**src/rtl/core/upd_pkg.sv**
```systemverilog
// Package: shared types, character constants and decode helpers for the URL percent decoder.
`timescale 1ns / 1ps
`default_nettype none
package upd_pkg;

  localparam logic [7:0] CHAR_PCT   = 8'h25;  // '%'
  localparam logic [7:0] CHAR_PLUS  = 8'h2B;  // '+'
  localparam logic [7:0] CHAR_SPACE = 8'h20;

  // escape progress
  typedef enum logic [1:0] {
    PH_IDLE   = 2'd0,
    PH_FIRST  = 2'd1,
    PH_SECOND = 2'd2
  } phase_e;

  // one result beat as it travels from the front to the back
  typedef struct packed {
    logic [7:0] data;
    logic       data_vld;
    logic       eos;
  } upd_item_t;

  // uppercase hex digit -> {ok, nibble}
  function automatic logic [4:0] hex_upper(input logic [7:0] c);
    logic [4:0] r;
    r = 5'd0;
    if (c >= 8'h30 && c <= 8'h39) begin
      r = {1'b1, 4'(c - 8'h30)};
    end else if (c >= 8'h41 && c <= 8'h46) begin
      r = {1'b1, 4'(c - 8'h37)};
    end
    return r;
  endfunction

  // reserved / unsafe characters that an escape may produce
  function automatic logic is_listed(input logic [7:0] v);
    logic r;
    unique case (v) inside
      8'h20, 8'h22, 8'h23, 8'h24, 8'h25, 8'h26, 8'h28, 8'h29,
      8'h2B, 8'h2C, 8'h2F, 8'h3A, 8'h3B, 8'h3C, 8'h3D, 8'h3E,
      8'h3F, 8'h40, 8'h5B, 8'h5C, 8'h5D, 8'h5E, 8'h60, 8'h7B,
      8'h7C, 8'h7D, 8'h7E: r = 1'b1;
      default:             r = 1'b0;
    endcase
    return r;
  endfunction

endpackage
`default_nettype wire

```
**src/rtl/core/upd_front.sv**
```systemverilog
// Front end: accepts input beats, tracks the escape phase and classifies each byte.
`timescale 1ns / 1ps
`default_nettype none
module upd_front (
  input  wire logic               clk_i,
  input  wire logic               rst_ni,
  input  wire logic               in_valid_i,
  output logic                    in_stall_o,
  input  wire logic [7:0]         in_byte_i,
  input  wire logic               in_last_i,
  input  wire logic               q_full_i,
  output logic                    push_o,
  output upd_pkg::upd_item_t      push_item_o
);
  import upd_pkg::*;

  phase_e     phase_q, phase_d;
  logic [7:0] first_q;
  logic       accept;
  logic [4:0] hi_dig, lo_dig;
  logic [7:0] pair_val;
  upd_item_t  item;

  assign in_stall_o = q_full_i;
  assign accept     = in_valid_i && !q_full_i;

  // next state
  always_comb begin
    phase_d = phase_q;
    if (accept) begin
      unique case (phase_q)
        PH_FIRST:  phase_d = PH_SECOND;
        PH_SECOND: phase_d = PH_IDLE;
        default:   phase_d = (in_byte_i == CHAR_PCT) ? PH_FIRST : PH_IDLE;
      endcase
      if (in_last_i) phase_d = PH_IDLE;
    end
  end

  assign hi_dig   = hex_upper(first_q);
  assign lo_dig   = hex_upper(in_byte_i);
  assign pair_val = {hi_dig[3:0], lo_dig[3:0]};

  // outputs
  always_comb begin
    item.data     = 8'd0;
    item.data_vld = 1'b0;
    item.eos      = in_last_i;
    unique case (phase_q)
      PH_FIRST: begin
      end
      PH_SECOND: begin
        if (hi_dig[4] && lo_dig[4] && is_listed(pair_val)) begin
          item.data     = pair_val;
          item.data_vld = 1'b1;
        end
      end
      default: begin
        if (in_byte_i == CHAR_PLUS) begin
          item.data     = CHAR_SPACE;
          item.data_vld = 1'b1;
        end else if (in_byte_i != CHAR_PCT) begin
          item.data     = in_byte_i;
          item.data_vld = 1'b1;
        end
      end
    endcase
  end

  assign push_o      = accept && (item.data_vld || item.eos);
  assign push_item_o = item;

  always_ff @(posedge clk_i or negedge rst_ni) begin
    if (!rst_ni) begin
      phase_q <= PH_IDLE;
    end else begin
      phase_q <= phase_d;
    end
  end

  always_ff @(posedge clk_i) begin
    if (accept && phase_q == PH_FIRST) begin
      first_q <= in_byte_i;
    end
  end

endmodule
`default_nettype wire

```
**src/rtl/core/upd_fifo.sv**
```systemverilog
// Short result queue between the front end and the output stage.
`timescale 1ns / 1ps
`default_nettype none
module upd_fifo #(
  parameter int unsigned DEPTH = 2
) (
  input  wire logic                clk_i,
  input  wire logic                rst_ni,
  input  wire logic                push_i,
  input  wire upd_pkg::upd_item_t  push_item_i,
  input  wire logic                pop_i,
  output upd_pkg::upd_item_t       pop_item_o,
  output logic                     full_o,
  output logic                     empty_o
);
  import upd_pkg::*;

  localparam int unsigned PW = (DEPTH > 1) ? $clog2(DEPTH) : 1;
  localparam int unsigned CW = $clog2(DEPTH + 1);

  upd_item_t         mem_q [DEPTH];
  logic [PW-1:0]     wr_q, rd_q;
  logic [CW-1:0]     cnt_q;
  logic              do_push, do_pop;

  assign full_o     = (cnt_q == CW'(DEPTH));
  assign empty_o    = (cnt_q == '0);
  assign do_push    = push_i && !full_o;
  assign do_pop     = pop_i && !empty_o;
  assign pop_item_o = mem_q[rd_q];

  function automatic logic [PW-1:0] wrap_inc(input logic [PW-1:0] p);
    return (p == PW'(DEPTH - 1)) ? '0 : PW'(p + 1'b1);
  endfunction

  always_ff @(posedge clk_i or negedge rst_ni) begin
    if (!rst_ni) begin
      wr_q  <= '0;
      rd_q  <= '0;
      cnt_q <= '0;
    end else begin
      if (do_push) wr_q <= wrap_inc(wr_q);
      if (do_pop)  rd_q <= wrap_inc(rd_q);
      if (do_push && !do_pop)      cnt_q <= CW'(cnt_q + 1'b1);
      else if (do_pop && !do_push) cnt_q <= CW'(cnt_q - 1'b1);
    end
  end

  always_ff @(posedge clk_i) begin
    if (do_push) mem_q[wr_q] <= push_item_i;
  end

endmodule
`default_nettype wire

```
**src/rtl/core/upd_back.sv**
```systemverilog
// Back end: output register that drains the queue and holds a beat while stalled.
`timescale 1ns / 1ps
`default_nettype none
module upd_back (
  input  wire logic               clk_i,
  input  wire logic               rst_ni,
  input  wire logic               q_empty_i,
  input  wire upd_pkg::upd_item_t q_item_i,
  output logic                    pop_o,
  output logic                    out_valid_o,
  input  wire logic               out_stall_i,
  output logic [7:0]              out_byte_o,
  output logic                    byte_valid_o,
  output logic                    end_of_string_o
);
  import upd_pkg::*;

  logic      vld_q;
  upd_item_t out_q;

  // reload when the register is free or its beat leaves this cycle
  assign pop_o = !q_empty_i && (!vld_q || !out_stall_i);

  always_ff @(posedge clk_i or negedge rst_ni) begin
    if (!rst_ni) begin
      vld_q <= 1'b0;
    end else if (pop_o) begin
      vld_q <= 1'b1;
    end else if (!out_stall_i) begin
      vld_q <= 1'b0;
    end
  end

  always_ff @(posedge clk_i) begin
    if (pop_o) out_q <= q_item_i;
  end

  assign out_valid_o     = vld_q;
  assign out_byte_o      = out_q.data;
  assign byte_valid_o    = out_q.data_vld;
  assign end_of_string_o = out_q.eos;

endmodule
`default_nettype wire

```
**src/rtl/core/url_percent_decoder.sv**
```systemverilog
// Top level of the URL percent decoder: front end, result queue and output stage.
//
// Input channel: one encoded byte per beat (in_byte_i, in_last_i on the final
// byte of a string), handshake in_valid_i / in_stall_o.
// Output channel: at most one beat per input beat (out_byte_o, byte_valid_o,
// end_of_string_o), handshake out_valid_o / out_stall_i. A beat with
// byte_valid_o low only appears to carry end_of_string_o; out_byte_o is then 0.
// A '%' and its two digit bytes yield one beat or none; bytes that decode to
// nothing produce no output beat.
// Throughput: one input beat per cycle, sustained, while the output is not
// stalled. An accepted input beat is written into the queue and then loaded
// into the output register.
// The front end stalls only when the QUEUE_DEPTH-entry queue is full, so a
// stalled receiver backs up into the queue first and then into in_stall_o.
// Reset (rst_ni low, asynchronous) clears the escape phase, empties the queue
// and drops the output beat; no clearing pass is needed afterward.
`timescale 1ns / 1ps
`default_nettype none
module url_percent_decoder #(
  parameter int unsigned QUEUE_DEPTH = 2
) (
  input  wire logic       clk_i,
  input  wire logic       rst_ni,
  input  wire logic       in_valid_i,
  output logic            in_stall_o,
  input  wire logic [7:0] in_byte_i,
  input  wire logic       in_last_i,
  output logic            out_valid_o,
  input  wire logic       out_stall_i,
  output logic [7:0]      out_byte_o,
  output logic            byte_valid_o,
  output logic            end_of_string_o
);
  import upd_pkg::*;

  logic      push, pop, q_full, q_empty;
  upd_item_t push_item, pop_item;

  // classify bytes, track escape phase
  upd_front u_front (
    .clk_i       (clk_i),
    .rst_ni      (rst_ni),
    .in_valid_i  (in_valid_i),
    .in_stall_o  (in_stall_o),
    .in_byte_i   (in_byte_i),
    .in_last_i   (in_last_i),
    .q_full_i    (q_full),
    .push_o      (push),
    .push_item_o (push_item)
  );

  // decouples front and back stalls
  upd_fifo #(
    .DEPTH (QUEUE_DEPTH)
  ) u_fifo (
    .clk_i       (clk_i),
    .rst_ni      (rst_ni),
    .push_i      (push),
    .push_item_i (push_item),
    .pop_i       (pop),
    .pop_item_o  (pop_item),
    .full_o      (q_full),
    .empty_o     (q_empty)
  );

  // registered output beat
  upd_back u_back (
    .clk_i           (clk_i),
    .rst_ni          (rst_ni),
    .q_empty_i       (q_empty),
    .q_item_i        (pop_item),
    .pop_o           (pop),
    .out_valid_o     (out_valid_o),
    .out_stall_i     (out_stall_i),
    .out_byte_o      (out_byte_o),
    .byte_valid_o    (byte_valid_o),
    .end_of_string_o (end_of_string_o)
  );

endmodule
`default_nettype wire

```
**config.mk**
```make
export PLATFORM = sky130hd
export DESIGN_NAME = url_percent_decoder
export DESIGN_NICKNAME = d
export VERILOG_FILES = /design/src/rtl/core/upd_pkg.sv /design/src/rtl/core/upd_front.sv /design/src/rtl/core/upd_fifo.sv /design/src/rtl/core/upd_back.sv /design/src/rtl/core/url_percent_decoder.sv
export SDC_FILE = /design/constraint.sdc
export NUM_CORES = 1
export LEC_CHECK = 0
export BUFFER_PORTS_ARGS = -buffer_cell sky130_fd_sc_hd__buf_2
export CAP_MARGIN = 20
export CORE_MARGIN = 5
export CORE_UTILIZATION = 25
export CTS_CLUSTER_DIAMETER = 150
export CTS_CLUSTER_SIZE = 20
export DETAILED_ROUTE_END_ITERATION = 12
export HOLD_SLACK_MARGIN = 0.12
export PLACE_DENSITY = 0.4
export SLEW_MARGIN = 20
export SYNTH_ARGS = -nofsm -noshare
export SYNTH_HDL_FRONTEND = slang
export SYNTH_SLANG_ARGS = --single-unit
export TNS_END_PERCENT = 50
```
**constraint.sdc**
```tcl
create_clock -name clk_i -period 4.1 [get_ports clk_i]
set_clock_uncertainty 0.15 [all_clocks]
set_input_delay 1.23 -clock clk_i [delete_from_list [all_inputs] [get_ports clk_i]]
set_output_delay 1.23 -clock clk_i [all_outputs]
set_load 0.005 [all_outputs]
```
==> summary.md <==
| Metric | Value |
|---|---|
| IO buf count | `24` |
| Finished Layout Cells | `361` |
| Clk pwr share | `22.0%` |
| Chip Height | `107.5 um` |
| Global route overflow | `0` |
| Tmin final | `between 3000 and 4000 ps` |
| Worst-Skew Late Latency | `300 ps` |
| #FFs+latches synth | `45` |
| CTS resizes | `0` |
| Post-route ant nets | `0` |
| Hpwl dp | `3686 um` |
| Startpoint Class | `input pin` |
| Slew headroom | `51.05%` |
| RSZ-0062 raised after global routing | `false` |
| 1st-iter DRT viols | `61` |
| Vias in the first global route | `1591` |
| Syn Nets | `217` |
| CTS sink count | `45` |
| Drt total wl | `between 4000 and 5000 um` |
| H-Tree Depth | `2` |
| Drt pass-1 iters | `5` |
| Worst EP required | `4140 ps` |
| Nets@finish | `~260` |
| Worst-path clk slew | `roughly 90 ps` |
| Setup crit end kind | `register` |
| Ant diodes | `0` |
| Vias per cell | `approximately 4.3` |
| # hold bufs at CTS | `0` |
| IO Count | `25` |
| Cell Area, Synth | `2379 um2` |
| Crit-path max FO | `10` |
| Max Buffers Root-to-Sink | `2` |
| Status | `complete, no violations` |
| Setup repair bufs after CTS | `0` |
| Filler Cell Count | `966` |
| Max_cap viols | `0` |
| Initial antenna violation count | `0` |
| Comb power frac | `24.1%` |
| Hold WC Path Type | `register to register` |
| # DRC | `0` |
| Slew Limit Fails | `0` |
| First-pass GRT wire length | `7983 um` |
| EDFF count, synth | `38` |
| Final Hold Viols | `0` |
| Crit path DAT | `3770 ps` |
| CTS Root Cell | `clkbuf_8` |
| Critical Setup Path Class | `input pin to register` |
| Multi-input logic area | `989.7 um2` |
| Die W | `107.5 um` |
| Fraction of layout instances using a drive strength above 1 | `between 20 and 30%` |
| Total CTS buffers | `5` |
| Total power draw | `1.271 mW` |
| Final setup vio count | `0` |
| Peak VDD IR | `0.1550 mV` |
| Largest net degree at the start of global routing | `16` |
| Tcrit/Tclk final | `90.89%` |
| Final Hold Slack | `335.7 ps` |
| Die area | `11560 um2` |
| Tot GR Track Use | `8.861%` |
| Power Internal | `~0.9 mW` |
| CTS tree | `built` |
| Sequential power share | `about 54%` |
| Starting Density | `25.74%` |
| Post-synthesis average cell area | `12.39 um2` |
| Total core area | `9240 um2` |
| TNS Setup | `0 ps` |
| Post-Place Cells | `between 300 and 400` |
| Leakage | `approximately 1.1 nW` |
| YS warnings | `0` |
| Top FF cell, synth | `edfxtp_1` |
| Site Rows | `35` |
| Drt wl/cell | `13.30 um` |
| Final core occ | `30.48%` |
| Netlist cell types | `about 50` |
| Psw | `0.3697 mW` |
| Worst-Margin Slew | `731.6 ps` |
| FFs w/ async S/R, synth | `15.56%` |
| Sequential cell area | `1316 um2` |
| Post-Syn Instances | `192` |
| Via count | `between 1500 and 2000` |
| Sw Share | `around 29%` |
| PwrDens | `451.1 nW/um2` |
| Area delta synth->final | `18.41%` |
| Gpl congestion | `0.7835` |
| Seq/Total Area, Yosys | `55.34%` |
| Fmax | `268.3 MHz` |
[power by group through the flow]
| stage | logic (mW) | registers, mW | clock network, mW |
|---|---|---|---|
| 2_1_floorplan | 0.218 | 0.674 | 0 |
| 3_3_place_gp | 0.318 | 0.697 | 0 |
| 3_5_place_dp | 0.317 | 0.697 | 0 |
| 4_1_cts | 0.319 | 0.687 | 0.295 |
| 5_1_grt | 0.352 | 0.697 | 0.313 |
| 6_report | 0.307 | 0.684 | 0.280 |
[logic make-up after synthesis]
group | synth area share, %
and+or+nand+nor | 13.52
DFF | 55.34
AOI/OAI and AO/OA | 13.83
buffers and inverters | 3.051
muxes | 6.470
adders and majority gates | 6.312
xor gates and xnor gates | 1.473
[layout make-up]
type                    count  area share [%]
clock buffers               5           2.443
clock inverters             3          0.7552
inverters                  13           1.733
multi-input cells         130           35.14
flip-flops and latches     45           46.73
well taps                 129           5.731
repair buffers             36           7.463
[flip-flops by register name, indices dropped and copies added (netlist names)]
signal / flops
u_back.byte_valid_o: 1
u_back.out_byte_o: 8
u_fifo.cnt_q: 2
u_back.out_valid_o: 1
u_fifo.rd_q: 1
u_fifo.wr_q: 1
u_front.first_q: 8
u_fifo.mem_q: 20
u_front.phase_q: 2
u_back.end_of_string_o: 1
[placed cells by master (no fill, tap or decap), types with 2 or more instances in the layout]
| master | Yosys | final |
|---|---|---|
| edfxtp_1 | 38 | 38 |
| buf_2 | 1 | 24 |
| nand2_1 | 16 | 16 |
| inv_1 | 13 | 13 |
| ha_1 | 12 | 12 |
| buf_4 | 0 | 12 |
| mux2_2 | 11 | 11 |
| nor2_1 | 10 | 10 |
| o21ai_1 | 7 | 7 |
| dfrtp_1 | 7 | 7 |
| nand2b_1 | 6 | 6 |
| a21oi_1 | 6 | 6 |
| o21ai_0 | 6 | 6 |
| nor3b_1 | 5 | 5 |
| clkbuf_8 | 0 | 5 |
| nand3_1 | 4 | 4 |
| mux2i_1 | 3 | 3 |
| nor2b_1 | 3 | 3 |
| and2_1 | 3 | 3 |
| xnor2_1 | 3 | 3 |
| o21bai_1 | 2 | 2 |
| nand4bb_1 | 2 | 2 |
| or3b_1 | 2 | 2 |
| a22oi_1 | 2 | 2 |
| a211oi_2 | 2 | 2 |
| a31oi_1 | 2 | 2 |
[synth_stat cells, drive strengths merged, types with 2 or more instances]
| master | number | area (um2) |
|---|---|---|
| a211oi | 3 | 32.53 |
| a21oi | 7 | 38.79 |
| a22oi | 4 | 48.79 |
| a31oi | 2 | 12.51 |
| and2 | 3 | 18.77 |
| buf | 2 | 16.26 |
| clkbuf | 2 | 7.510 |
| dfrtp | 7 | 175.2 |
| edfxtp | 38 | 1141 |
| ha | 12 | 150.1 |
| inv | 13 | 48.80 |
| mux2 | 11 | 123.9 |
| mux2i | 3 | 30.03 |
| nand2 | 16 | 60.06 |
| nand2b | 6 | 37.54 |
| nand3 | 4 | 20.02 |
| nand4bb | 2 | 22.52 |
| nor2 | 10 | 37.54 |
| nor2b | 3 | 18.77 |
| nor3b | 6 | 50.05 |
| o211ai | 2 | 20.02 |
| o21ai | 13 | 65.06 |
| o21bai | 2 | 15.01 |
| or3b | 2 | 17.52 |
| xnor2 | 3 | 26.28 |
[routing by layer]
metal  share of wire, %  GRT usage [%]
met2                 48          14.65
met1                 48          11.15
met3                3.0          2.340
met4               0.98          3.066
met5                  0              0
[through the flow]
stage,setup WS (ps),area [um2]
after global placement,58.11,2726
after CTS,377.6,2816
after detailed placement,47.13,2726
final,373.5,2816
after global routing,75.91,2816
after floorplan,67.90,2379
[worst paths after layout]
kind,from,endpoint,slack (ps),depth (start not counted)
worst max-delay path,in_byte_i[0],u_fifo.cnt_q[1],370,16
worst min-delay path,u_back.out_valid_o,u_back.out_valid_o,340,2
worst max register to register,u_front.first_q[0],u_fifo.cnt_q[1],700,14
worst min register to register,u_back.out_valid_o,u_back.out_valid_o,340,2
max in group asynchronous,rst_ni,u_fifo.wr_q,3030,1
min in group asynchronous,rst_ni,u_fifo.cnt_q[0],610,1
[worst max-delay path, cell delays in order]
cell and delay, ps:
buf_2 140, inv_1 80, buf_4 130, ha_1 150, nand3b_1 100, and4_4 270
a22oi_2 90, and2_1 160, a221oi_1 350, o211ai_2 160, a21o_4 250, a21oi_1 140
ha_1 180, xor2_1 160, nor2_1 70, xnor2_1 110
Power figures use the tool's default switching activity.
